`src/rtl/intel_hex_record_to_bytes_defines.svh`:
```
// Assertion macros shared by the Intel HEX record decoder RTL.
// No dependencies; included by files that carry concurrent assertions.
`ifndef INTEL_HEX_RECORD_TO_BYTES_DEFINES_SVH
`define INTEL_HEX_RECORD_TO_BYTES_DEFINES_SVH

// Clocked check, masked while reset is high
`define IHEX_ASSERT(lbl, clk, rst, prop, msg) \
  lbl: assert property (@(posedge clk) disable iff (rst) prop) else $error(msg);

// Clocked check that also holds during reset
`define IHEX_ASSERT_ALWAYS(lbl, clk, prop, msg) \
  lbl: assert property (@(posedge clk) prop) else $error(msg);

`endif

```
`src/rtl/ihex_pkg.sv`:
```
// Shared types, codes and helpers for the Intel HEX record decoder.
// No dependencies.
package ihex_pkg;

  // Character codes
  localparam logic [7:0] CH_COLON = 8'h3A;
  localparam logic [7:0] CH_LF    = 8'h0A;

  // Record parse phases
  localparam logic [2:0] PH_START = 3'd0;
  localparam logic [2:0] PH_LEN   = 3'd1;
  localparam logic [2:0] PH_ADDR  = 3'd2;
  localparam logic [2:0] PH_TYPE  = 3'd3;
  localparam logic [2:0] PH_DATA  = 3'd4;
  localparam logic [2:0] PH_SKIP  = 3'd5;

  // Output byte kinds
  localparam logic [1:0] KIND_ADDR_HI = 2'd0;
  localparam logic [1:0] KIND_ADDR_LO = 2'd1;
  localparam logic [1:0] KIND_DATA    = 2'd2;

  // Digits taken per field: 9 bits covers 2 * 255 data digits
  localparam int unsigned COUNT_W = 9;

  typedef struct packed {
    logic       valid;
    logic [7:0] data;
    logic [1:0] kind;
  } ihex_result_t;

  // Hex digit decode: {is_hex, value}; value is 0 for non-hex characters
  function automatic logic [4:0] hex_decode(input logic [7:0] c);
    logic [4:0] r;
    r = 5'd0;
    if (c >= 8'h30 && c <= 8'h39) begin
      r = {1'b1, c[3:0]};
    end else if ((c >= 8'h41 && c <= 8'h46) || (c >= 8'h61 && c <= 8'h66)) begin
      r = {1'b1, c[3:0] + 4'd9};
    end
    return r;
  endfunction

endpackage

```
`src/rtl/ihex_parse.sv`:
```
// Record parser state and per-character step logic.
// Depends on ihex_pkg and intel_hex_record_to_bytes_defines.svh.
`include "intel_hex_record_to_bytes_defines.svh"

module ihex_parse (
  input  logic                  clk,
  input  logic                  rst,
  input  logic                  step,
  input  logic [7:0]            ch,
  output ihex_pkg::ihex_result_t res
);
  import ihex_pkg::*;

  logic [2:0]         phase, phase_next;
  logic [COUNT_W-1:0] digit_count, digit_count_next;
  logic [7:0]         record_bytes, record_bytes_next;
  logic [3:0]         first_digit, first_digit_next;
  logic               pair_stopped, pair_stopped_next;

  logic [4:0]         hex;
  logic               is_hex;
  logic [COUNT_W-1:0] count_inc;
  logic [7:0]         pair;

  assign hex       = hex_decode(ch);
  assign is_hex    = hex[4];
  assign count_inc = digit_count + COUNT_W'(1);

  // Pair value as strtol would give it
  always_comb begin
    if (pair_stopped) begin
      pair = 8'd0;
    end else if (is_hex) begin
      pair = {first_digit, hex[3:0]};
    end else begin
      pair = {4'd0, first_digit};
    end
  end

  // Next state and result for the current character
  always_comb begin
    phase_next        = phase;
    digit_count_next  = digit_count;
    record_bytes_next = record_bytes;
    first_digit_next  = first_digit;
    pair_stopped_next = pair_stopped;
    res               = '0;
    res.data          = pair;

    if (ch == CH_LF) begin
      phase_next       = PH_START;
      digit_count_next = '0;
    end else if (phase == PH_START) begin
      phase_next       = (ch == CH_COLON) ? PH_LEN : PH_SKIP;
      digit_count_next = '0;
    end else if (phase == PH_LEN || phase == PH_ADDR || phase == PH_TYPE ||
                 phase == PH_DATA) begin
      digit_count_next = count_inc;
      if (!digit_count[0]) begin
        // first digit of a pair
        first_digit_next  = is_hex ? hex[3:0] : 4'd0;
        pair_stopped_next = !is_hex;
      end else begin
        // second digit completes the pair
        unique case (phase)
          PH_LEN: begin
            record_bytes_next = pair;
            phase_next        = PH_ADDR;
            digit_count_next  = '0;
          end
          PH_ADDR: begin
            res.valid = 1'b1;
            if (count_inc == COUNT_W'(2)) begin
              res.kind = KIND_ADDR_HI;
            end else begin
              res.kind         = KIND_ADDR_LO;
              phase_next       = PH_TYPE;
              digit_count_next = '0;
            end
          end
          PH_TYPE: begin
            phase_next       = (record_bytes == 8'd0) ? PH_SKIP : PH_DATA;
            digit_count_next = '0;
          end
          default: begin
            res.valid = 1'b1;
            res.kind  = KIND_DATA;
            if (count_inc >= {record_bytes, 1'b0}) begin
              phase_next       = PH_SKIP;
              digit_count_next = '0;
            end
          end
        endcase
      end
    end
  end

  // State registers, updated once per processed item
  always_ff @(posedge clk) begin
    if (rst) begin
      phase        <= PH_START;
      digit_count  <= '0;
      record_bytes <= 8'd0;
      first_digit  <= 4'd0;
      pair_stopped <= 1'b0;
    end else if (step) begin
      phase        <= phase_next;
      digit_count  <= digit_count_next;
      record_bytes <= record_bytes_next;
      first_digit  <= first_digit_next;
      pair_stopped <= pair_stopped_next;
    end
  end

  `IHEX_ASSERT(a_start_count_clear, clk, rst, (phase == PH_START) |-> (digit_count == '0), "digit count not clear at line start")
  `IHEX_ASSERT(a_data_count_bound, clk, rst, (phase == PH_DATA) |-> (digit_count < {record_bytes, 1'b0}), "data digit count past record length")
  `IHEX_ASSERT(a_skip_resets_count, clk, rst, (phase == PH_SKIP) |-> (digit_count == '0), "digit count not clear while skipping")

endmodule

```
`src/rtl/intel_hex_record_to_bytes.sv`:
```
// A character waits in the input register until the parser takes it; its byte is then captured in the result register.
// Throughput: one character per cycle; the input register and the result register
// each advance whenever the stage after them can take an item.
// Reset (rst, synchronous): empties both registers and returns the parser to line start.
// Top level of the Intel HEX record decoder.
// Depends on ihex_pkg, ihex_parse and intel_hex_record_to_bytes_defines.svh.
`include "intel_hex_record_to_bytes_defines.svh"

module intel_hex_record_to_bytes (
  input  logic       clk,
  input  logic       rst,
  input  logic       in_valid,
  output logic       in_ready,
  input  logic [7:0] char_in,
  output logic       out_valid,
  input  logic       out_ready,
  output logic [7:0] out_byte,
  output logic [1:0] byte_kind
);
  import ihex_pkg::*;

  logic         char_valid;
  logic [7:0]   char_q;
  logic         advance;
  ihex_result_t res;

  // Character is processed when the result register is free or draining
  assign advance  = char_valid && (!out_valid || out_ready);
  assign in_ready = !char_valid || advance;

  // Input register
  always_ff @(posedge clk) begin
    if (rst) begin
      char_valid <= 1'b0;
    end else if (in_ready) begin
      char_valid <= in_valid;
    end
  end

  always_ff @(posedge clk) begin
    if (in_valid && in_ready) begin
      char_q <= char_in;
    end
  end

  ihex_parse u_parse (
    .clk  (clk),
    .rst  (rst),
    .step (advance),
    .ch   (char_q),
    .res  (res)
  );

  // Result register
  always_ff @(posedge clk) begin
    if (rst) begin
      out_valid <= 1'b0;
    end else if (advance && res.valid) begin
      out_valid <= 1'b1;
    end else if (out_ready) begin
      out_valid <= 1'b0;
    end
  end

  always_ff @(posedge clk) begin
    if (advance && res.valid) begin
      out_byte  <= res.data;
      byte_kind <= res.kind;
    end
  end

  `IHEX_ASSERT(a_char_held, clk, rst, (char_valid && !advance) |=> (char_valid && $stable(char_q)), "held item lost from input register")
  `IHEX_ASSERT(a_result_loaded, clk, rst, (advance && res.valid) |=> out_valid, "parser result not captured")
  `IHEX_ASSERT(a_kind_legal, clk, rst, out_valid |-> (byte_kind != 2'd3), "illegal byte kind")

endmodule
```
`config.mk`:
```
export PLATFORM = sky130hd
export DESIGN_NAME = intel_hex_record_to_bytes
export DESIGN_NICKNAME = d
export VERILOG_FILES = /design/src/rtl/ihex_pkg.sv /design/src/rtl/ihex_parse.sv /design/src/rtl/intel_hex_record_to_bytes.sv
export VERILOG_INCLUDE_DIRS = /design/src /design/src/rtl
export SDC_FILE = /design/constraint.sdc
export NUM_CORES = 1
export LEC_CHECK = 0
export BUFFER_PORTS_ARGS = -buffer_cell sky130_fd_sc_hd__buf_2
export CORE_UTILIZATION = 50
export CTS_BUF_LIST = sky130_fd_sc_hd__clkbuf_16
export DETAILED_ROUTE_END_ITERATION = 8
export GPL_TIMING_DRIVEN = 0
export PLACE_DENSITY = 0.79
export SLEW_MARGIN = 5
export SYNTH_ARGS = -nofsm -noshare
export SYNTH_HDL_FRONTEND = slang
export SYNTH_SLANG_ARGS = --single-unit
```
`constraint.sdc`:
```
create_clock -name clk -period 3.23 [get_ports clk]
set_clock_uncertainty 0.15 [all_clocks]
set_input_delay 0.646 -clock clk [delete_from_list [all_inputs] [get_ports clk]]
set_output_delay 0.646 -clock clk [all_outputs]
set_load 0.01 [all_outputs]
```
---- Word-level counts from Yosys, hierarchy flattened ----
Index checks and enable logic that the tools add are counted.
word-level totals
  register bits after elaboration ......... 45
  bits of input ports ..................... 12
  output and inout bits ................... 12
  word-level logic and storage cells ...... 88
cells by class
  add/subtract/negate cells ............... 2
  magnitude comparators ................... 7
  equality and inequality tests ........... 8
  mux-type cells .......................... 30
  bitwise gates (word level) .............. 4
  reductions and logical operators ........ 27
operators with widths
  operator               count
  $mux W9                6
  $mux W3                7
  $pmux W9 S2            1
  $ge A8 B7 Y1 const B   2
  $le A8 B7 Y1 const B   2
  $mux W8                2
  $mux W5                2
  $reduce_and A5 Y1      2
  $add A9 B1 Y9 const B  1
  $eq A9 B2 Y1 const B   1
  $ge A9 B9 Y1           1
  $mux W1                9
  $pmux W3 S3            1
  $eq A8 B4 Y1 const B   1
  $eq A8 B6 Y1 const B   1
  $ge A8 B6 Y1 const B   1
  $le A8 B6 Y1 const B   1
  $logic_not A8 Y1       1
  $eq A3 B2 Y1 const B   2
  $logic_and A1 B1 Y1    6
  $logic_or A1 B1 Y1     6
  $reduce_and A6 Y1      1
  $reduce_bool A3 Y1     2
  $reduce_bool A6 Y1     1
  other kinds (13)       18

---- Logic depth before layout (Yosys ltp) ----
Gate-level depths: netlist (run 1).
  word-level depth ........................ 9
  mapped depth ............................ 13
  depth with buffers taken out ............ 12

---- Cells and area by module ----
Synthesis (run 1) repeated with hierarchy kept, for this count alone.
unflattened totals
  cell total of the unflattened synthesis .. 277
  area total of the unflattened synthesis .. 2,491.1 um^2
modules (own cells, without submodules)
  module                     instances  cells an instance  area an instance (um^2)  seq. area each (um^2)
  ihex_parse                 1          248                1,848.0                  500.5
  intel_hex_record_to_bytes  1          29                 643.1                    580.6

---- Worst setup path after synthesis (run 1) ----
OpenSTA, ideal clock, no wires.
  kind .................................... reg-to-reg
  start ................................... register u_parse.digit_count[1]
  end ..................................... register u_parse.phase[2]
  library setup time ...................... 0.121 ns
  data arrival time ....................... 2.773 ns
  required time ........................... 2.959 ns
  slack ................................... 0.186 ns
  cell stages (with the launch flop) ...... 13
  path buffers ............................ 1
  clock period less this slack ............ 3.044 ns
  path through ............................ dfxtp_1 -> ha_1 -> buf_2 -> nor2b_1 -> or2_2 -> ha_1 -> nand2b_1 -> a211oi_1 -> a2111oi_4 -> a211oi_2 -> a211oi_2 -> nor3_4 -> mux2_4
between the ends
  word-level cells in the longest chain between the ends .. 4
  elaborated cells on any way between the ends .. 6
  classes of those cells .................. add/sub: 1; order compare: 1; eq/ne: 2; reduce/logical: 2
ends and longest elaborated chain
  item                                                                        line                                RTL
  start: declaration                                                          ihex_parse.sv:15                    logic [COUNT_W-1:0] digit_count, digit_count_next;
  start signal: assignment                                                    ihex_parse.sv:108                   digit_count <= digit_count_next;
  $add A9 B1 Y9 (*)                                                           ihex_parse.sv:27                    assign count_inc = digit_count + COUNT_W'(1);
  $ge A9 B9 Y1 / $eq A9 B2 Y1 (equally long branches)                         ihex_parse.sv:88, ihex_parse.sv:73
  $reduce_bool A6 Y1 (no source line) / $ne A4 B2 Y1 (equally long branches)  --
  $reduce_and A5 Y1 (no source line) (*)                                      --
  end signal: assignment                                                      ihex_parse.sv:107                   phase <= phase_next;
  end: declaration                                                            ihex_parse.sv:14                    logic [2:0] phase, phase_next;
Every way passes the cells marked *; elsewhere a longest branch is shown, timed or not.
A chain may end at the register's enable or synchronous reset.

---- Worst setup path after layout (run 1) ----
  start ................................... register u_parse.digit_count[0]
  end ..................................... register u_parse.phase[2]
between the ends
  word-level cells in the longest chain between the ends .. 4
  elaborated cells on any way between the ends .. 7
  classes of those cells .................. add/sub: 1; order compare: 1; eq/ne: 2; reduce/logical: 3
ends and longest elaborated chain
  item                                                                        line
  $add A9 B1 Y9                                                               ihex_parse.sv:27
  $ge A9 B9 Y1 / $eq A9 B2 Y1 (equally long branches)                         ihex_parse.sv:88, ihex_parse.sv:73
  $reduce_bool A6 Y1 (no source line) / $ne A4 B2 Y1 (equally long branches)  --
  $reduce_and A5 Y1 (no source line) (*)                                      --
Marked as above.

==> metrics.txt, run 1 <==
# TYPE chip_impl_metric gauge
chip_impl_info{name="run_status",value="complete, no violations"} 1
chip_impl_metric{name="htreeDepth",unit=""} 2
chip_impl_info{name="synthTopCellsByCount",value="sky130_fd_sc_hd__nor2_1, sky130_fd_sc_hd__dfxtp_1, sky130_fd_sc_hd__edfxtp_1, sky130_fd_sc_hd__nand2_1, sky130_fd_sc_hd__inv_1"} 1
chip_impl_metric{name="numClockSinks",unit=""} 45
chip_impl_metric{name="die_area",unit="um^2"} 5780
chip_impl_metric{name="post-route-period-util",unit="%"} 95.9
chip_impl_metric{name="die_height",unit="um"} 76.0
chip_impl_metric{name="ys_types",unit=""} 67
chip_impl_metric{name="area_growth",unit="%"} 18.5
chip_impl_metric{name="grt_antenna_before_repair",unit=""} 0
chip_impl_metric{name="grt_start_max_net_pins",unit=""} 16
chip_impl_metric{name="vias_per_cell",unit=""} 5.56
chip_impl_metric{name="total_power",unit="uW"} 1430
chip_impl_metric{name="initial_utilization",unit="%"} 52.6
chip_impl_metric{name="final-setup-viol-count",unit=""} 0
chip_impl_metric{name="row_cnt",unit=""} 26
chip_impl_info{name="ranking_of_synthesized_cells_by_area",value="sky130_fd_sc_hd__dfxtp_1, sky130_fd_sc_hd__edfxtp_1, sky130_fd_sc_hd__ha_1"} 1
chip_impl_metric{name="timing.critical_path.fanout_max",unit=""} 8
chip_impl_metric{name="clkTransAtPathRegs",unit="ns"} 0.06
chip_impl_metric{name="num_vias",unit=""} 2164
chip_impl_info{name="setup.worst_path.start_class",value="flip-flop"} 1
chip_impl_metric{name="die_w",unit="um"} 76.0
chip_impl_metric{name="syn_inst",unit=""} 283
chip_impl_metric{name="antenna_cells",unit=""} 0
chip_impl_info{name="hold_path_class",value="reg -> reg"} 1
chip_impl_metric{name="final_nets",unit=""} 342
chip_impl_metric{name="hpwl",unit="um"} 4060
chip_impl_info{name="synth_top_area_cell",value="sky130_fd_sc_hd__dfxtp_1"} 1
chip_impl_metric{name="syn_area",unit="um^2"} 2740
chip_impl_metric{name="finalMaxSlewViolations",unit=""} 0
chip_impl_metric{name="wirelength_routed",unit="um"} 5660
chip_impl_metric{name="wl_per_cell",unit="um"} 14.5
chip_impl_metric{name="later_pin_clock_latency_in_the_skew_report",unit="ns"} 0.28
chip_impl_metric{name="finalHoldViolCount",unit=""} 0
chip_impl_metric{name="grt_remaining_overflow",unit=""} 0
chip_impl_metric{name="crit_required",unit="ns"} 3.26
chip_impl_metric{name="cts_inserted_buffers",unit=""} 5
chip_impl_metric{name="portBuffers",unit=""} 23
chip_impl_metric{name="yosys_register_bits",unit=""} 45
chip_impl_metric{name="pin_count",unit=""} 24
chip_impl_metric{name="clockBufferDepth",unit=""} 2
chip_impl_info{name="cts_tree",value="built"} 1
chip_impl_metric{name="post-route-min-period",unit="ns"} 3.10
chip_impl_metric{name="worst_ep_arrival_time",unit="ns"} 3.13
chip_impl_metric{name="maxClockFrequency",unit="MHz"} 323
chip_impl_metric{name="power_density",unit="nW/um^2"} 442
chip_impl_info{name="setup.worst_path.class",value="reg -> reg"} 1
chip_impl_metric{name="vdd_drop_max",unit="uV"} 386
chip_impl_metric{name="share_of_synthesized_area_occupied_by_flip_flops_and_latches",unit="%"} 39.5
chip_impl_metric{name="avgSynthCellArea",unit="um^2"} 9.68
chip_impl_metric{name="core_area",unit="um^2"} 5200
chip_impl_metric{name="drt-pass1-iter-count",unit=""} 4
chip_impl_metric{name="groute.usage.overall",unit="%"} 19.7
chip_impl_metric{name="synthArstFlopShare",unit="%"} 0
chip_impl_metric{name="n_fill_cell",unit=""} 433
chip_impl_metric{name="number_of_global_route_vias_before_repair",unit=""} 1987
chip_impl_metric{name="place_worst_setup_slack",unit="ns"} -0.0569
chip_impl_metric{name="max_slew_margin",unit="%"} 51.7
chip_impl_info{name="dominantRegCellSynth",value="sky130_fd_sc_hd__dfxtp_1"} 1
chip_impl_metric{name="worst_slew_pin_slew",unit="ns"} 0.719
chip_impl_metric{name="route.antenna.remaining_nets",unit=""} 0
chip_impl_info{name="clock_tree.root_cell",value="sky130_fd_sc_hd__clkbuf_16"} 1
chip_impl_metric{name="drt_iter0_markers",unit=""} 134
chip_impl_metric{name="final_layout_size_suffix_gt1_share",unit="%"} 27.0
chip_impl_metric{name="grt_first_pass_wirelength",unit="um"} 9150
chip_impl_metric{name="max-cap-violations",unit=""} 0
chip_impl_metric{name="synth_nets",unit=""} 307
chip_impl_metric{name="timing.final.ws_setup",unit="ns"} 0.132
chip_impl_metric{name="drc",unit=""} 0
chip_impl_info{name="critPathCaptureType",value="flip-flop"} 1
chip_impl_metric{name="yosys_warnings",unit=""} 0
chip_impl_metric{name="p_leak",unit="uW"} 0.00126
chip_impl_metric{name="number_of_flops_mapped_to_enable_cells_by_yosys",unit=""} 18
chip_impl_info{name="leading_cell_type_by_number_of_instances_after_synthesis",value="sky130_fd_sc_hd__nor2_1"} 1
chip_impl_metric{name="gp_congestion",unit=""} 0.891
chip_impl_metric{name="yosys.area.top_type_share",unit="%"} 19.7
-- cells in the final DEF (no fill, tap or decap), drive strengths merged, types with 2 or more instances in the layout --
cell type	n
o22ai	2
a211oi	10
nand2b	7
nand3	7
nor3	4
nor2b	5
or2	3
and4	3
bufinv	2
ha	12
a31oi	2
nand3b	2
xor2	3
edfxtp	18
nand4	6
nor4	4
and2	7
a21oi	15
or4b	2
or2b	2
inv	18
o21bai	2
dfxtp	27
buf	38
nor2	36
a22oi	2
clkbuf	9
nand2	18
xnor2	6
a21boi	3
o21ai	14
or4	2
mux2	2
mux2i	11
-- timing repair --
action | in CTS | in global routing
setup buffers | 0 | 5
resized for setup | 1 | 15
setup endpoints to repair | 1 | 9
hold endpoints to repair | 0 | 0
pin swaps | 1 | 5
hold buffers | 0 | 0
-- logic make-up after synthesis --
family                     synth area share, %
AOI/OAI and AO/OA                         16.5
xor gates and xnor gates                  3.56
adders and majority gates                 5.48
buffers and inverters                     5.53
DFF                                       39.5
muxes                                     4.98
and+or+nand+nor                           24.4
-- sequential cells by signal, indices dropped and copies added, names as in the netlist --
name                  flops
out_byte                  8
char_valid                1
u_parse.first_digit       4
out_valid                 1
byte_kind                 2
char_q                    8
u_parse.digit_count       9
u_parse.pair_stopped      1
u_parse.phase             3
u_parse.record_bytes      8
-- critical path, cell delays in order, from the launching register on --
cell	delay [ns]
sky130_fd_sc_hd__dfxtp_2	0.36
sky130_fd_sc_hd__ha_2	0.18
sky130_fd_sc_hd__buf_6	0.12
sky130_fd_sc_hd__nand3_1	0.13
sky130_fd_sc_hd__xor2_2	0.24
sky130_fd_sc_hd__inv_1	0.08
sky130_fd_sc_hd__ha_1	0.27
sky130_fd_sc_hd__nand2_1	0.07
sky130_fd_sc_hd__a211oi_2	0.28
sky130_fd_sc_hd__a2111oi_4	0.07
sky130_fd_sc_hd__a211oi_2	0.33
sky130_fd_sc_hd__a211oi_2	0.15
sky130_fd_sc_hd__nor3_4	0.25
sky130_fd_sc_hd__mux2_4	0.32
-- worst paths after layout --
path,from,to,slack (ns),depth (start not counted)
worst max register to register,u_parse.digit_count[0],u_parse.phase[2],0.13,13
worst min-delay path,u_parse.first_digit[0],u_parse.first_digit[0],0.35,2
worst max-delay path,u_parse.digit_count[0],u_parse.phase[2],0.13,13
worst min register to register,u_parse.first_digit[0],u_parse.first_digit[0],0.35,2
-- where the power goes --
group | switching, uW | internal, uW
Clock | 223 | 446
Combinational | 79.7 | 57.1
Sequential | 19.2 | 608
Total | 322 | 1110
-- metrics by stage --
stage	util, %	TNS [ns]	instance area (um^2)	hold slack (ns)	cells
finish	62.3	0	3240	0.349	389
global route	62.3	-0.147	3240	0.378	389
floorplan	-	0	2740	0.310	283
global placement	56.5	-0.00424	2940	0.327	376
CTS	60.3	0	3140	0.352	384
detailed placement	56.5	-0.0569	2940	0.344	376
-- final cells by class --
cell class / instances / area [um^2] / area share [%]
clock inverter: 3 / 68.8 / 2.12
multi-input combinational: 207 / 1560 / 48.2
tap: 70 / 87.6 / 2.70
sequential: 45 / 1090 / 33.5
buffer: 14 / 97.6 / 3.01
timing repair buffer: 28 / 153 / 4.70
clock buffer: 5 / 125 / 3.86
inverter: 17 / 63.8 / 1.97
-- metal layers --
metal	share of wire, %	GRT usage [%]	wire (um)
met5	0	0	0
met4	1.1	5.96	61
met3	4.3	4.19	243
met2	48	32.1	2720
met1	47	26.4	2640
(Power assumes the default switching activity.)
==> inputs of run 2 (changes only) <==
GPL_TIMING_DRIVEN = not set   (was 0)
HOLD_SLACK_MARGIN = 0.02   (was not set)
SKIP_CTS_REPAIR_TIMING = 1   (was not set)
==> metrics.txt, run 2 (synthesis gave the netlist of run 1 again) <==
# TYPE chip_impl_metric gauge
chip_impl_info{name="run_status",value="complete, no violations"} 1
chip_impl_info{name="cts_tree",value="built"} 1
chip_impl_metric{name="grt_start_max_net_pins",unit=""} 24
chip_impl_metric{name="maxClockFrequency",unit="MHz"} 329
chip_impl_metric{name="timing.critical_path.buf_inv",unit=""} 0
chip_impl_metric{name="p_leak",unit="uW"} 0.00117
chip_impl_metric{name="finalHoldViolCount",unit=""} 0
chip_impl_metric{name="num_vias",unit=""} 2074
chip_impl_metric{name="initial_utilization",unit="%"} 52.6
chip_impl_metric{name="groute.usage.overall",unit="%"} 19.1
chip_impl_metric{name="grt_first_pass_wirelength",unit="um"} 8930
chip_impl_metric{name="timing.final.ws_setup",unit="ns"} 0.188
chip_impl_metric{name="design_area",unit="um^2"} 3040
chip_impl_metric{name="gp_congestion",unit=""} 0.864
chip_impl_metric{name="core_area",unit="um^2"} 5200
chip_impl_info{name="worst_path_dominant_cell_family",value="compound AO/OA/AOI/OAI gates"} 1
chip_impl_metric{name="max_slew_margin",unit="%"} 43.7
chip_impl_metric{name="area_growth",unit="%"} 11.0
chip_impl_metric{name="clockBufferDepth",unit=""} 2
chip_impl_info{name="hold_path_class",value="reg -> reg"} 1
chip_impl_metric{name="cts_inserted_buffers",unit=""} 5
chip_impl_metric{name="route.antenna.remaining_nets",unit=""} 0
chip_impl_info{name="max_flop_register",value="u_parse.digit_count"} 1
chip_impl_metric{name="later_pin_clock_latency_in_the_skew_report",unit="ns"} 0.29
chip_impl_metric{name="wl_per_cell",unit="um"} 14.3
chip_impl_info{name="setup.worst_path.start_class",value="flip-flop"} 1
chip_impl_metric{name="post-route-min-period",unit="ns"} 3.04
chip_impl_metric{name="grt_antenna_before_repair",unit=""} 0
chip_impl_metric{name="die_area",unit="um^2"} 5780
chip_impl_metric{name="number_of_global_route_vias_before_repair",unit=""} 1944
chip_impl_metric{name="drt-pass1-iter-count",unit=""} 4
chip_impl_metric{name="dpl-instance-area",unit="um^2"} 2880
chip_impl_metric{name="worst_slew_pin_slew",unit="ns"} 0.844
chip_impl_info{name="highest_count_cells_in_the_layout_ignoring_fill_and_taps",value="sky130_fd_sc_hd__nor2_1, sky130_fd_sc_hd__dfxtp_1, sky130_fd_sc_hd__buf_2"} 1
chip_impl_metric{name="vias_per_cell",unit=""} 5.55
chip_impl_info{name="critPathCaptureType",value="flip-flop"} 1
chip_impl_metric{name="grt_remaining_overflow",unit=""} 0
chip_impl_metric{name="power_density",unit="nW/um^2"} 420
chip_impl_metric{name="antenna_cells",unit=""} 0
chip_impl_metric{name="final_core_util",unit="%"} 58.4
chip_impl_metric{name="drc",unit=""} 0
chip_impl_metric{name="timing.critical_path.fanout_max",unit=""} 7
chip_impl_info{name="mostFrequentLayoutCell",value="sky130_fd_sc_hd__nor2_1"} 1
chip_impl_info{name="rsz0062_at_grt",value="yes"} 1
chip_impl_metric{name="drt_iter0_markers",unit=""} 118
chip_impl_info{name="setup.worst_path.class",value="reg -> reg"} 1
chip_impl_metric{name="place_worst_setup_slack",unit="ns"} 0.110
chip_impl_metric{name="die_height",unit="um"} 76.0
chip_impl_metric{name="final-setup-viol-count",unit=""} 0
chip_impl_info{name="crit_chain",value="ha_1 > nor2b_1 > or2_2 > ha_1 > nand2b_1 > a211oi_2 > a2111oi_4 > o21ai_1 > a211oi_2 > nor3_4 > mux2_4"} 1
chip_impl_info{name="cp_slowest_cell",value="sky130_fd_sc_hd__dfxtp_1"} 1
chip_impl_info{name="clock_tree.root_cell",value="sky130_fd_sc_hd__clkbuf_16"} 1
chip_impl_metric{name="final_layout_size_suffix_gt1_share",unit="%"} 22.4
chip_impl_metric{name="clkTransAtPathRegs",unit="ns"} 0.07
chip_impl_metric{name="hpwl",unit="um"} 3940
chip_impl_metric{name="largest_reg_flops",unit=""} 9
chip_impl_metric{name="numClockSinks",unit=""} 45
chip_impl_metric{name="die_w",unit="um"} 76.0
chip_impl_metric{name="slowest_delay",unit="ns"} 0.44
chip_impl_metric{name="row_cnt",unit=""} 26
chip_impl_metric{name="pin_count",unit=""} 24
chip_impl_metric{name="htreeDepth",unit=""} 2
chip_impl_metric{name="max-cap-violations",unit=""} 0
chip_impl_metric{name="vdd_drop_max",unit="uV"} 495
chip_impl_metric{name="portBuffers",unit=""} 23
chip_impl_metric{name="finalMaxSlewViolations",unit=""} 0
chip_impl_metric{name="wirelength_routed",unit="um"} 5350
chip_impl_metric{name="final_nets",unit=""} 327
chip_impl_metric{name="post-route-period-util",unit="%"} 94.2
chip_impl_metric{name="worst_ep_arrival_time",unit="ns"} 3.06
chip_impl_metric{name="crit_required",unit="ns"} 3.25
-- run 2: cell count changes in the layout (fill, tap and decap cells not counted), sizes merged --
| cell | change |
|---|---|
| buf | -11 |
| clkbuf | -4 |
| bufinv | -2 |
| clkinv | +1 |
| clkinvlp | +1 |
-- run 2: cell type report --
cell class	count	area, um^2
Fill cell	458	2160
Multi-Input combinational cell	207	1510
Sequential cell	45	1080
Timing Repair Buffer	27	145
Clock buffer	5	125
Tap cell	70	87.6
Inverter	17	63.8
Clock inverter	3	25.0
-- run 2: final timing paths --
check,to,from,slack [ns],cells past startpoint
worst max-delay path,u_parse.phase[2],u_parse.digit_count[1],0.19,11
worst max register to register,u_parse.phase[2],u_parse.digit_count[1],0.19,11
worst min register to register,u_parse.first_digit[0],u_parse.first_digit[0],0.35,2
worst min-delay path,u_parse.first_digit[0],u_parse.first_digit[0],0.35,2
-- run 2: tightest hold or removal path, delay by kind of cell (launching register included) --
family,cells,cell delay (ns)
compound gates,1,0.05
flops,1,0.31
simple gates,1,0.09
-- run 2: layer usage --
metal | share of wire, % | vias up | GRT usage (%) | wire, um
li1 | - | 1054 | - | -
met1 | 49 | 951 | 25.2 | 2610
met2 | 47 | 63 | 31.7 | 2490
met4 | 1.1 | 0 | 5.38 | 57
met3 | 3.6 | 6 | 4.07 | 193
met5 | 0 | - | 0 | 0
-- run 2: power by group --
part	internal (uW)	leakage, uW	total (uW)	switching (uW)
Combinational	51.8	0.000709	122	70.3
Clock	291	0.0000704	520	229
Sequential	609	0.000394	634	24.8
-- run 2: per-stage QoR --
step | cells | total power [uW] | setup TNS, ns | hold WS [ns]
after global routing | 374 | 1320 | -0.000612 | 0.373
after CTS | 374 | 1280 | 0 | 0.351
after detailed placement | 366 | 765 | 0 | 0.343
after floorplan | 283 | 738 | 0 | 0.310
final | 374 | 1280 | 0 | 0.348
after global placement | 366 | 763 | 0 | 0.327
==> inputs of run 3 (changes only) <==
CTS_BUF_LIST = sky130_fd_sc_hd__clkbuf_8   (was sky130_fd_sc_hd__clkbuf_16)
==> metrics.txt, run 3 (synthesis gave the netlist of run 1 again) <==
# TYPE chip_impl_metric gauge
chip_impl_metric{name="initial_utilization",unit="%"} 52.6
chip_impl_info{name="mostFrequentLayoutCell",value="sky130_fd_sc_hd__nor2_1"} 1
chip_impl_metric{name="crit_required",unit="ns"} 3.27
chip_impl_metric{name="finalMaxSlewViolations",unit=""} 0
chip_impl_metric{name="numClockSinks",unit=""} 45
chip_impl_info{name="crit_chain",value="ha_1 > nor2b_1 > or2_2 > ha_1 > nand2b_1 > a211oi_2 > a2111oi_4 > a211oi_2 > a211oi_2 > nor3_4 > mux2_4"} 1
chip_impl_metric{name="groute.usage.overall",unit="%"} 18.7
chip_impl_metric{name="die_w",unit="um"} 76.0
chip_impl_metric{name="max-cap-violations",unit=""} 0
chip_impl_metric{name="pin_count",unit=""} 24
chip_impl_metric{name="comb_power_share",unit="%"} 10.8
chip_impl_info{name="setup.worst_path.class",value="reg -> reg"} 1
chip_impl_info{name="critPathCaptureType",value="flip-flop"} 1
chip_impl_metric{name="rrSetupSlack",unit="ns"} 0.22
chip_impl_info{name="cp_slowest_cell",value="sky130_fd_sc_hd__dfxtp_2"} 1
chip_impl_metric{name="p_sw_share",unit="%"} 27.0
chip_impl_metric{name="route.antenna.remaining_nets",unit=""} 0
chip_impl_metric{name="drt-pass1-iter-count",unit=""} 4
chip_impl_info{name="highest_count_cells_in_the_layout_ignoring_fill_and_taps",value="sky130_fd_sc_hd__nor2_1, sky130_fd_sc_hd__dfxtp_1, sky130_fd_sc_hd__buf_2"} 1
chip_impl_metric{name="final-setup-viol-count",unit=""} 0
chip_impl_metric{name="final_nets",unit=""} 327
chip_impl_info{name="rsz0062_at_grt",value="no"} 1
chip_impl_metric{name="cts_inserted_buffers",unit=""} 5
chip_impl_metric{name="r2r.worst_path.cells",unit=""} 11
chip_impl_metric{name="clockBufferDepth",unit=""} 2
chip_impl_metric{name="clkTransAtPathRegs",unit="ns"} 0.10
chip_impl_metric{name="cellInternalPower",unit="uW"} 817
chip_impl_info{name="setup.worst_path.start_class",value="flip-flop"} 1
chip_impl_info{name="reg2reg_to",value="u_parse.phase[2]"} 1
chip_impl_metric{name="later_pin_clock_latency_in_the_skew_report",unit="ns"} 0.30
chip_impl_metric{name="drc",unit=""} 0
chip_impl_metric{name="wl_per_cell",unit="um"} 14.1
chip_impl_metric{name="area_growth",unit="%"} 9.00
chip_impl_metric{name="grt_antenna_before_repair",unit=""} 0
chip_impl_metric{name="finalHoldViolCount",unit=""} 0
chip_impl_metric{name="htreeDepth",unit=""} 2
chip_impl_metric{name="grt_first_pass_wirelength",unit="um"} 8740
chip_impl_metric{name="final_layout_size_suffix_gt1_share",unit="%"} 22.7
chip_impl_info{name="worst_path_dominant_cell_family",value="compound AO/OA/AOI/OAI gates"} 1
chip_impl_metric{name="number_of_cells_on_the_worst_hold_path",unit=""} 2
chip_impl_metric{name="power_density",unit="nW/um^2"} 374
chip_impl_metric{name="grt_remaining_overflow",unit=""} 0
chip_impl_info{name="crit_path_frequent_cell",value="sky130_fd_sc_hd__a211oi_2"} 1
chip_impl_info{name="min_delay_worst_endpoint",value="u_parse.first_digit[0]"} 1
chip_impl_metric{name="antenna_cells",unit=""} 0
chip_impl_metric{name="timing.critical_path.buf_inv",unit=""} 0
chip_impl_metric{name="p_sw",unit="uW"} 301
chip_impl_info{name="cts_tree",value="built"} 1
chip_impl_metric{name="post-route-period-util",unit="%"} 93.1
chip_impl_metric{name="p_leak",unit="uW"} 0.00115
chip_impl_info{name="worstHoldStart",value="u_parse.first_digit[0]"} 1
chip_impl_metric{name="largest_reg_flops",unit=""} 9
chip_impl_metric{name="portBuffers",unit=""} 23
chip_impl_metric{name="core_area",unit="um^2"} 5200
chip_impl_info{name="run_status",value="complete, no violations"} 1
chip_impl_metric{name="wirelength_routed",unit="um"} 5260
chip_impl_metric{name="vdd_drop_max",unit="uV"} 364
chip_impl_info{name="max_flop_register",value="u_parse.digit_count"} 1
chip_impl_metric{name="drt_iter0_markers",unit=""} 134
chip_impl_metric{name="hold_ws",unit="ns"} 0.351
chip_impl_metric{name="pwr-share-clk",unit="%"} 32.5
chip_impl_metric{name="grt_start_max_net_pins",unit=""} 24
chip_impl_metric{name="timing.critical_path.fanout_max",unit=""} 6
chip_impl_metric{name="seq_power_share",unit="%"} 56.6
chip_impl_metric{name="worst_slew_pin_slew",unit="ns"} 0.833
chip_impl_metric{name="setup_tns",unit="ns"} 0
chip_impl_info{name="hold_path_class",value="reg -> reg"} 1
chip_impl_info{name="crit-reg2reg-launch",value="u_parse.digit_count[0]"} 1
chip_impl_metric{name="max_slew_margin",unit="%"} 44.5
chip_impl_metric{name="vias_per_cell",unit=""} 5.53
chip_impl_metric{name="number_of_global_route_vias_before_repair",unit=""} 1913
chip_impl_metric{name="post-route-min-period",unit="ns"} 3.01
chip_impl_metric{name="gp_congestion",unit=""} 0.864
chip_impl_metric{name="slowest_delay",unit="ns"} 0.37
chip_impl_metric{name="maxClockFrequency",unit="MHz"} 332
chip_impl_metric{name="num_vias",unit=""} 2068
chip_impl_metric{name="row_cnt",unit=""} 26
chip_impl_metric{name="hpwl",unit="um"} 3940
chip_impl_metric{name="worst_ep_arrival_time",unit="ns"} 3.04
chip_impl_metric{name="die_area",unit="um^2"} 5780
chip_impl_metric{name="die_height",unit="um"} 76.0
chip_impl_info{name="clock_tree.root_cell",value="sky130_fd_sc_hd__clkbuf_8"} 1
[run 3: cell count changes in the layout (fill, tap and decap cells not counted)]
| cell | delta |
|---|---|
| sky130_fd_sc_hd__clkbuf_8 | +5 |
| sky130_fd_sc_hd__clkbuf_16 | -5 |
| sky130_fd_sc_hd__dfxtp_2 | +1 |
| sky130_fd_sc_hd__dfxtp_1 | -1 |
[run 3: power groups by stage]
stage	Clock [uW]	Sequential, uW	Combinational (uW)
floorplan	0	635	102
global placement	0	645	118
detailed placement	0	645	120
CTS	371	632	121
global route	395	636	134
finish	364	633	121
[run 3: metal layers]
layer / vias to the layer above / GRT usage (%) / wire, um
li1: 1059 / - / -
met5: - / 0 / 0
met4: 0 / 4.42 / 30
met2: 55 / 30.9 / 2440
met1: 950 / 25.1 / 2540
met3: 4 / 3.83 / 246
[run 3: how the worst max path moves through the flow]
| stage | start | to | slack, ns | cells past startpoint |
|---|---|---|---|---|
| final | u_parse.digit_count[0] | u_parse.phase[2] | 0.22 | 11 |
| after global routing | u_parse.digit_count[3] | u_parse.digit_count[8] | 0.03 | 13 |
| after CTS | u_parse.digit_count[0] | u_parse.phase[2] | 0.07 | 11 |
| after detailed placement | u_parse.digit_count[0] | u_parse.phase[2] | 0.11 | 11 |
| after global placement | u_parse.digit_count[1] | u_parse.phase[2] | 0.28 | 11 |
| after floorplan | u_parse.digit_count[1] | u_parse.phase[2] | 0.19 | 12 |
[run 3: layout make-up]
type / instances / area [um^2]
Clock buffer: 5 / 68.8
Fill cell: 462 / 2220
Timing Repair Buffer: 27 / 145
Sequential cell: 45 / 1080
Multi-Input combinational cell: 207 / 1510
Inverter: 17 / 63.8
Tap cell: 70 / 87.6
Clock inverter: 3 / 25.0
[run 3: per-stage QoR]
| step | cell area (um^2) | utilization (%) | total power [uW] | setup WS (ns) | cells |
|---|---|---|---|---|---|
| after floorplan | 2740 | - | 738 | 0.186 | 283 |
| after global placement | 2880 | 55.4 | 763 | 0.277 | 366 |
| after CTS | 2980 | 57.2 | 1120 | 0.0722 | 374 |
| final | 2990 | 57.4 | 1120 | 0.222 | 374 |
| after detailed placement | 2880 | 55.4 | 765 | 0.110 | 366 |
| after global routing | 2990 | 57.4 | 1170 | 0.0346 | 374 |
[run 3: worst register-to-register path, stage by stage (launching register included)]
cell and delay (ns):
sky130_fd_sc_hd__dfxtp_2 0.37, sky130_fd_sc_hd__ha_1 0.25, sky130_fd_sc_hd__nor2b_1 0.15, sky130_fd_sc_hd__or2_2 0.28
sky130_fd_sc_hd__ha_1 0.30, sky130_fd_sc_hd__nand2b_1 0.07, sky130_fd_sc_hd__a211oi_2 0.31, sky130_fd_sc_hd__a2111oi_4 0.07
sky130_fd_sc_hd__a211oi_2 0.29, sky130_fd_sc_hd__a211oi_2 0.13, sky130_fd_sc_hd__nor3_4 0.20, sky130_fd_sc_hd__mux2_4 0.32
